## config.mk

```make
export PLATFORM = sky130hd
export DESIGN_NAME = edt_ctrl
export DESIGN_NICKNAME = d
export VERILOG_FILES = /design/src/sv/edt_pkg.sv /design/src/sv/edt_ctrl.sv
export SDC_FILE = /design/constraint.sdc
export NUM_CORES = 1
export LEC_CHECK = 0
export BUFFER_PORTS_ARGS = -buffer_cell sky130_fd_sc_hd__buf_2
export CORE_ASPECT_RATIO = 1.25
export CORE_MARGIN = 5
export CORE_UTILIZATION = 40
export CTS_CLUSTER_SIZE = 20
export DETAILED_ROUTE_END_ITERATION = 10
export GPL_TIMING_DRIVEN = 0
export PLACE_DENSITY = 0.69
export SYNTH_ARGS = -nofsm -noshare
export SYNTH_HDL_FRONTEND = slang
export SYNTH_SLANG_ARGS = --single-unit
```

## constraint.sdc

```tcl
create_clock -name clk -period 2.8 [get_ports clk]
set_input_delay 0.56 -clock clk [delete_from_list [all_inputs] [get_ports clk]]
set_output_delay 0.56 -clock clk [all_outputs]
set_load 0.02 [all_outputs]
```

## src/sv/edt_pkg.sv

```systemverilog
// shared types and constants for the euclidean distance transform core
package edt_pkg;

  localparam int MAX_WIDTH  = 256;
  localparam int MAX_HEIGHT = 256;
  localparam int ADDR_W     = 16;
  localparam int CNT_W      = 17;
  localparam int ROW_W      = 9;
  localparam int SQ_W       = 27;
  localparam int DIST_W     = 14;
  localparam int STK_AW     = 8;
  localparam int CFG_IDX_W  = 2;

  localparam logic [ROW_W-1:0] ROW_INF   = ROW_W'(MAX_WIDTH);
  localparam logic [8:0]       MAX_W_V   = 9'(MAX_WIDTH);
  localparam logic [8:0]       MAX_H_V   = 9'(MAX_HEIGHT);
  localparam logic [SQ_W-1:0]  DIST_INF  = 27'd100000001;

  localparam logic [CFG_IDX_W-1:0] REG_IGNORE = 2'd0;
  localparam logic [CFG_IDX_W-1:0] REG_WIDTH  = 2'd1;
  localparam logic [CFG_IDX_W-1:0] REG_HEIGHT = 2'd2;

  localparam logic FUNC_LOAD  = 1'b0;
  localparam logic FUNC_FETCH = 1'b1;

  typedef enum logic [4:0] {
    OP_NONE,
    OP_LOAD,
    OP_FETCH,
    OP_SQRT_INIT,
    OP_SQRT_STEP,
    OP_OUT,
    OP_BS_INIT,
    OP_BS_RD,
    OP_BS_WR,
    OP_COL_INIT,
    OP_COL_G0,
    OP_U_RD,
    OP_U_GET,
    OP_P_MUL,
    OP_REPLACE,
    OP_POP,
    OP_DIV_INIT,
    OP_DIV_STEP,
    OP_PUSH,
    OP_NEXT_U,
    OP_F_INIT,
    OP_F_MUL,
    OP_F_WR
  } dp_op_t;

  typedef struct packed {
    dp_op_t op;
    logic   idle;
  } dp_cmd_t;

  typedef struct packed {
    logic load_last;
    logic bs_last;
    logic h_one;
    logic step_last;
    logic pop;
    logic top_zero;
    logic any_inf;
    logic u_last;
    logic f_last;
    logic col_last;
    logic out_busy;
  } dp_status_t;

  typedef enum logic [20:0] {
    S_IDLE    = 21'h000001,
    S_SQ_LD   = 21'h000002,
    S_SQRT    = 21'h000004,
    S_OUT     = 21'h000008,
    S_BS_INIT = 21'h000010,
    S_BS_RD   = 21'h000020,
    S_BS_WR   = 21'h000040,
    S_COL     = 21'h000080,
    S_COL_G0  = 21'h000100,
    S_U_RD    = 21'h000200,
    S_U_GET   = 21'h000400,
    S_P_RD    = 21'h000800,
    S_P_MUL   = 21'h001000,
    S_P_CMP   = 21'h002000,
    S_DIV     = 21'h004000,
    S_PUSH    = 21'h008000,
    S_U_END   = 21'h010000,
    S_F_INIT  = 21'h020000,
    S_F_RD    = 21'h040000,
    S_F_MUL   = 21'h080000,
    S_F_WR    = 21'h100000
  } state_t;

endpackage

```

## src/sv/edt_ctrl.sv

```systemverilog
// sequencer for load, transform passes and fetch of the distance transform
module edt_ctrl import edt_pkg::*; (
  input  logic       clk,
  input  logic       rst,
  input  logic       in_valid,
  input  logic       func,
  input  dp_status_t status,
  output dp_cmd_t    cmd
);

  state_t state, state_next;
  dp_op_t op;

  always_ff @(posedge clk) begin
    if (rst) begin
      state <= S_IDLE;
    end else begin
      state <= state_next;
    end
  end

  always_comb begin
    state_next = state;
    op = OP_NONE;
    unique case (state)
      S_IDLE: begin
        if (in_valid) begin
          if (func == FUNC_FETCH) begin
            op = OP_FETCH;
            state_next = S_SQ_LD;
          end else begin
            op = OP_LOAD;
            if (status.load_last) state_next = S_BS_INIT;
          end
        end
      end
      S_SQ_LD: begin
        op = OP_SQRT_INIT;
        state_next = S_SQRT;
      end
      S_SQRT: begin
        op = OP_SQRT_STEP;
        if (status.step_last) state_next = S_OUT;
      end
      S_OUT: begin
        if (!status.out_busy) begin
          op = OP_OUT;
          state_next = S_IDLE;
        end
      end
      S_BS_INIT: begin
        op = OP_BS_INIT;
        state_next = S_BS_RD;
      end
      S_BS_RD: begin
        op = OP_BS_RD;
        state_next = S_BS_WR;
      end
      S_BS_WR: begin
        op = OP_BS_WR;
        state_next = status.bs_last ? S_COL : S_BS_RD;
      end
      S_COL: begin
        op = OP_COL_INIT;
        state_next = S_COL_G0;
      end
      S_COL_G0: begin
        op = OP_COL_G0;
        state_next = status.h_one ? S_F_INIT : S_U_RD;
      end
      S_U_RD: begin
        op = OP_U_RD;
        state_next = S_U_GET;
      end
      S_U_GET: begin
        op = OP_U_GET;
        state_next = S_P_RD;
      end
      S_P_RD: begin
        state_next = S_P_MUL;
      end
      S_P_MUL: begin
        op = OP_P_MUL;
        state_next = S_P_CMP;
      end
      S_P_CMP: begin
        priority if (status.pop && status.top_zero) begin
          op = OP_REPLACE;
          state_next = S_U_END;
        end else if (status.pop) begin
          op = OP_POP;
          state_next = S_P_RD;
        end else if (status.any_inf) begin
          state_next = S_U_END;
        end else begin
          op = OP_DIV_INIT;
          state_next = S_DIV;
        end
      end
      S_DIV: begin
        op = OP_DIV_STEP;
        if (status.step_last) state_next = S_PUSH;
      end
      S_PUSH: begin
        op = OP_PUSH;
        state_next = S_U_END;
      end
      S_U_END: begin
        op = OP_NEXT_U;
        state_next = status.u_last ? S_F_INIT : S_U_RD;
      end
      S_F_INIT: begin
        op = OP_F_INIT;
        state_next = S_F_RD;
      end
      S_F_RD: begin
        state_next = S_F_MUL;
      end
      S_F_MUL: begin
        op = OP_F_MUL;
        state_next = S_F_WR;
      end
      S_F_WR: begin
        op = OP_F_WR;
        if (status.f_last) state_next = status.col_last ? S_IDLE : S_COL;
        else state_next = S_F_RD;
      end
      default: begin
        state_next = S_IDLE;
      end
    endcase
  end

  assign cmd.op   = op;
  assign cmd.idle = (state == S_IDLE);

  a_fetch_goes_to_root: assert property (@(posedge clk) disable iff (rst)
    (state == S_IDLE && in_valid && func == FUNC_FETCH) |=> (state == S_SQ_LD))
    else $error("fetch did not start the root unit");

  a_last_load_starts_scan: assert property (@(posedge clk) disable iff (rst)
    (state == S_IDLE && in_valid && func == FUNC_LOAD && status.load_last)
      |=> (state == S_BS_INIT))
    else $error("final load did not start the transform");

  a_out_waits: assert property (@(posedge clk) disable iff (rst)
    (state == S_OUT && status.out_busy) |=> (state == S_OUT))
    else $error("result dropped while output stalled");

endmodule

```

==> impl_metrics.json <==
{
  "cts_tree": "built",
  "grt_max_degree": 13,
  "hp-class": "in -> reg",
  "vias": 1544,
  "reg2reg_setup_slack_ns": 0.62,
  "largest_registers": "state x21",
  "yosys_most_used_dff": "dfxtp_1",
  "die_area_mm2": 0.00489,
  "final_area_mm2": 0.00182,
  "critPathLaunchType": "flop",
  "drive_gt1_frac": 0.322,
  "cts_num_sinks": 21,
  "synth-seq-cells": 21,
  "synth.distinct_cells": 47,
  "top_register": "state",
  "fin_crit_sh": 0.979,
  "ctsHoldBuffers": 0,
  "rows": 24,
  "crit_fanout": 4,
  "startpoint": "state[13]$_SDFFE_PP0P_",
  "leakage_nw": 0.809,
  "maxCapViolations": 0,
  "cp_slowest_cell": "nor4_4",
  "drt_iter0_markers": 71,
  "viasPerCell": 6.10,
  "syn_avg_cell_area_um2": 8.09,
  "critical_path_arrival_ns": 2.18,
  "grt_pass1_wl_um": 6450,
  "synth_edf_count": 0,
  "grt_use_total": 0.161,
  "vdd_drop_max_uv": 396,
  "crit_buf_inv": 2,
  "status": "completed",
  "yosysSeqAreaShare": 0.293,
  "hold_start": "status[8]",
  "largest_reg_flops": 21,
  "cts_buffer_depth": 2,
  "grt_overflow": 0,
  "slowest_delay_ns": 0.43,
  "setup_viol": 0,
  "place_area_mm2": 0.00158,
  "syn_area_mm2": 0.00143,
  "netlist_instances": 177,
  "crit_chain": "nor4_4, nand4_1, buf_4, nor4_2, a21oi_1, nand3_1, buf_2",
  "htreeDepth": 1,
  "core_mm2": 0.00348,
  "skew_ns": 0.00107,
  "crit_family": "simple AND/OR/NAND/NOR gates",
  "clock_latency_ns": 0.27,
  "cts_root_buffer": "clkbuf_8",
  "die_h_um": 76.9,
  "grt_pass1_vias": 1425,
  "final_util": 0.522,
  "area_delta_synth_final_pct": 26.8,
  "fmax_ghz": 0.365,
  "fp.dieW_um": 63.5,
  "initial_utilization": 0.411,
  "yosys_warnings": 0,
  "p_per_area_mw_per_mm2": 437,
  "crit_type": "reg -> out",
  "drtAntennaViolNets": 0,
  "route.detailed.drc": 0,
  "gp_congestion": 0.939,
  "numPortBuffers": 20,
  "cp.required_ns": 2.24,
  "firstDrtPassIters": 4,
  "fin_crit_ns": 2.74,
  "clk_pin_slew_worst_paths_ns": 0.08,
  "routedWlPerCell_um": 16.4,
  "tns_ns": 0,
  "hold_ws_ns": 0.530,
  "dp_hpwl_um": 3010,
  "finalHoldViolCount": 0,
  "async_reset_ff_frac": 0,
  "final_nets": 230,
  "insertedDiodeCount": 0,
  "end_kind": "primary output",
  "antenna_found_initial": 0,
  "totalWireLength_um": 4140,
  "drv_slew": 0,
  "r2r_start": "state[0]$_SDFFE_PP1P_",
  "relSlewSlack": 0.752,
  "synth_nets": 192,
  "io-pin-count": 21,
  "cts-buffers-inserted": 3,
  "worstMarginPinSlew_ns": 0.369
}
## per-layer routing
metal  routed length (µm)  global-route usage  vias up
li1                     -                   -      747
met1                 1700               0.185      714
met2                 2050               0.282       66
met3                  237              0.0263       17
met4                  157              0.0811        0
met5                    0                   0        -
## path summary, 6_finish.rpt
check / depth (start not counted) / end
max reg2reg: 9 / state[0]$_SDFFE_PP1P_
min: 3 / state[17]$_SDFFE_PP0P_
max: 7 / cmd[4]
min reg2reg: 2 / state[6]$_SDFFE_PP0P_
## Yosys cell counts (all sizes together) (5+ instances only)
| library cell | instances | area share |
|---|---|---|
| nand2 | 12 | 0.035 |
| dfxtp | 21 | 0.29 |
| nor4 | 8 | 0.060 |
| nand4 | 7 | 0.031 |
| nor2 | 29 | 0.078 |
| and4b | 5 | 0.035 |
| xor2 | 5 | 0.031 |
| inv | 5 | 0.013 |
| a21oi | 9 | 0.031 |
| nand4b | 7 | 0.043 |
| nand3b | 7 | 0.037 |
| buf | 5 | 0.023 |
| nor3 | 13 | 0.052 |
## where the power goes
group	leakage [nW]	internal, mW	switching, mW
clock network	0.0255	0.0995	0.108
registers	0.171	0.305	0.0174
logic	0.613	0.116	0.149
total	0.809	0.520	0.274
## through the flow
step           instances  power, mW  setup slack, ns
4_1_cts              243      0.760         -0.00319
5_1_grt              253      0.836          -0.0493
6_report             253      0.794           0.0602
2_1_floorplan        177      0.483            0.392
3_5_place_dp         236      0.547            0.131
3_3_place_gp         236      0.547            0.135
## cell type report
class | instances | area (µm²)
well taps | 39 | 48.8
flip-flops and latches | 21 | 427
repair buffers | 35 | 228
inverters | 5 | 18.8
clock inverters | 1 | 5.00
plain buffers | 3 | 23.8
clock buffers | 3 | 41.3
fillers | 335 | 1670
multi-input cells | 146 | 1020
## layout by cell type, fill, tap and decap left out, types with 3 or more instances in the layout
cell type,count
a21oi_1,9
and4b_1,4
buf_2,18
buf_4,17
buf_6,3
clkbuf_8,3
dfxtp_1,18
inv_1,5
nand2_1,9
nand2_2,3
nand3_1,4
nand3b_1,7
nand4_1,7
nand4b_1,7
nor2_1,26
nor2b_1,4
nor3_1,9
nor4_1,4
nor4_4,3
o21ai_0,3
xor2_1,5
## worst min-delay path, cell delays in order
cell and delay [ns]:
buf_2 0.09, a2bb2oi_1 0.05, nor2_1 0.07
## cell families after synthesis
logic type,count (synthesis),share of synthesized area
AND/OR/NAND/NOR,114,0.504
XOR/XNOR,6,0.0367
flip-flops,21,0.293
multiplexers,2,0.0148
AO/OA/AOI/OAI,24,0.115
buffers and inverters,10,0.0358
## what timing repair did
action / 4_1_cts / 5_1_grt
setup buffers: 3 / 12
gates resized for setup: 6 / 19
setup endpoints to repair: 5 / 5
pin swaps: 5 / 12
Note: power is estimated with default switching activity, not from simulation.
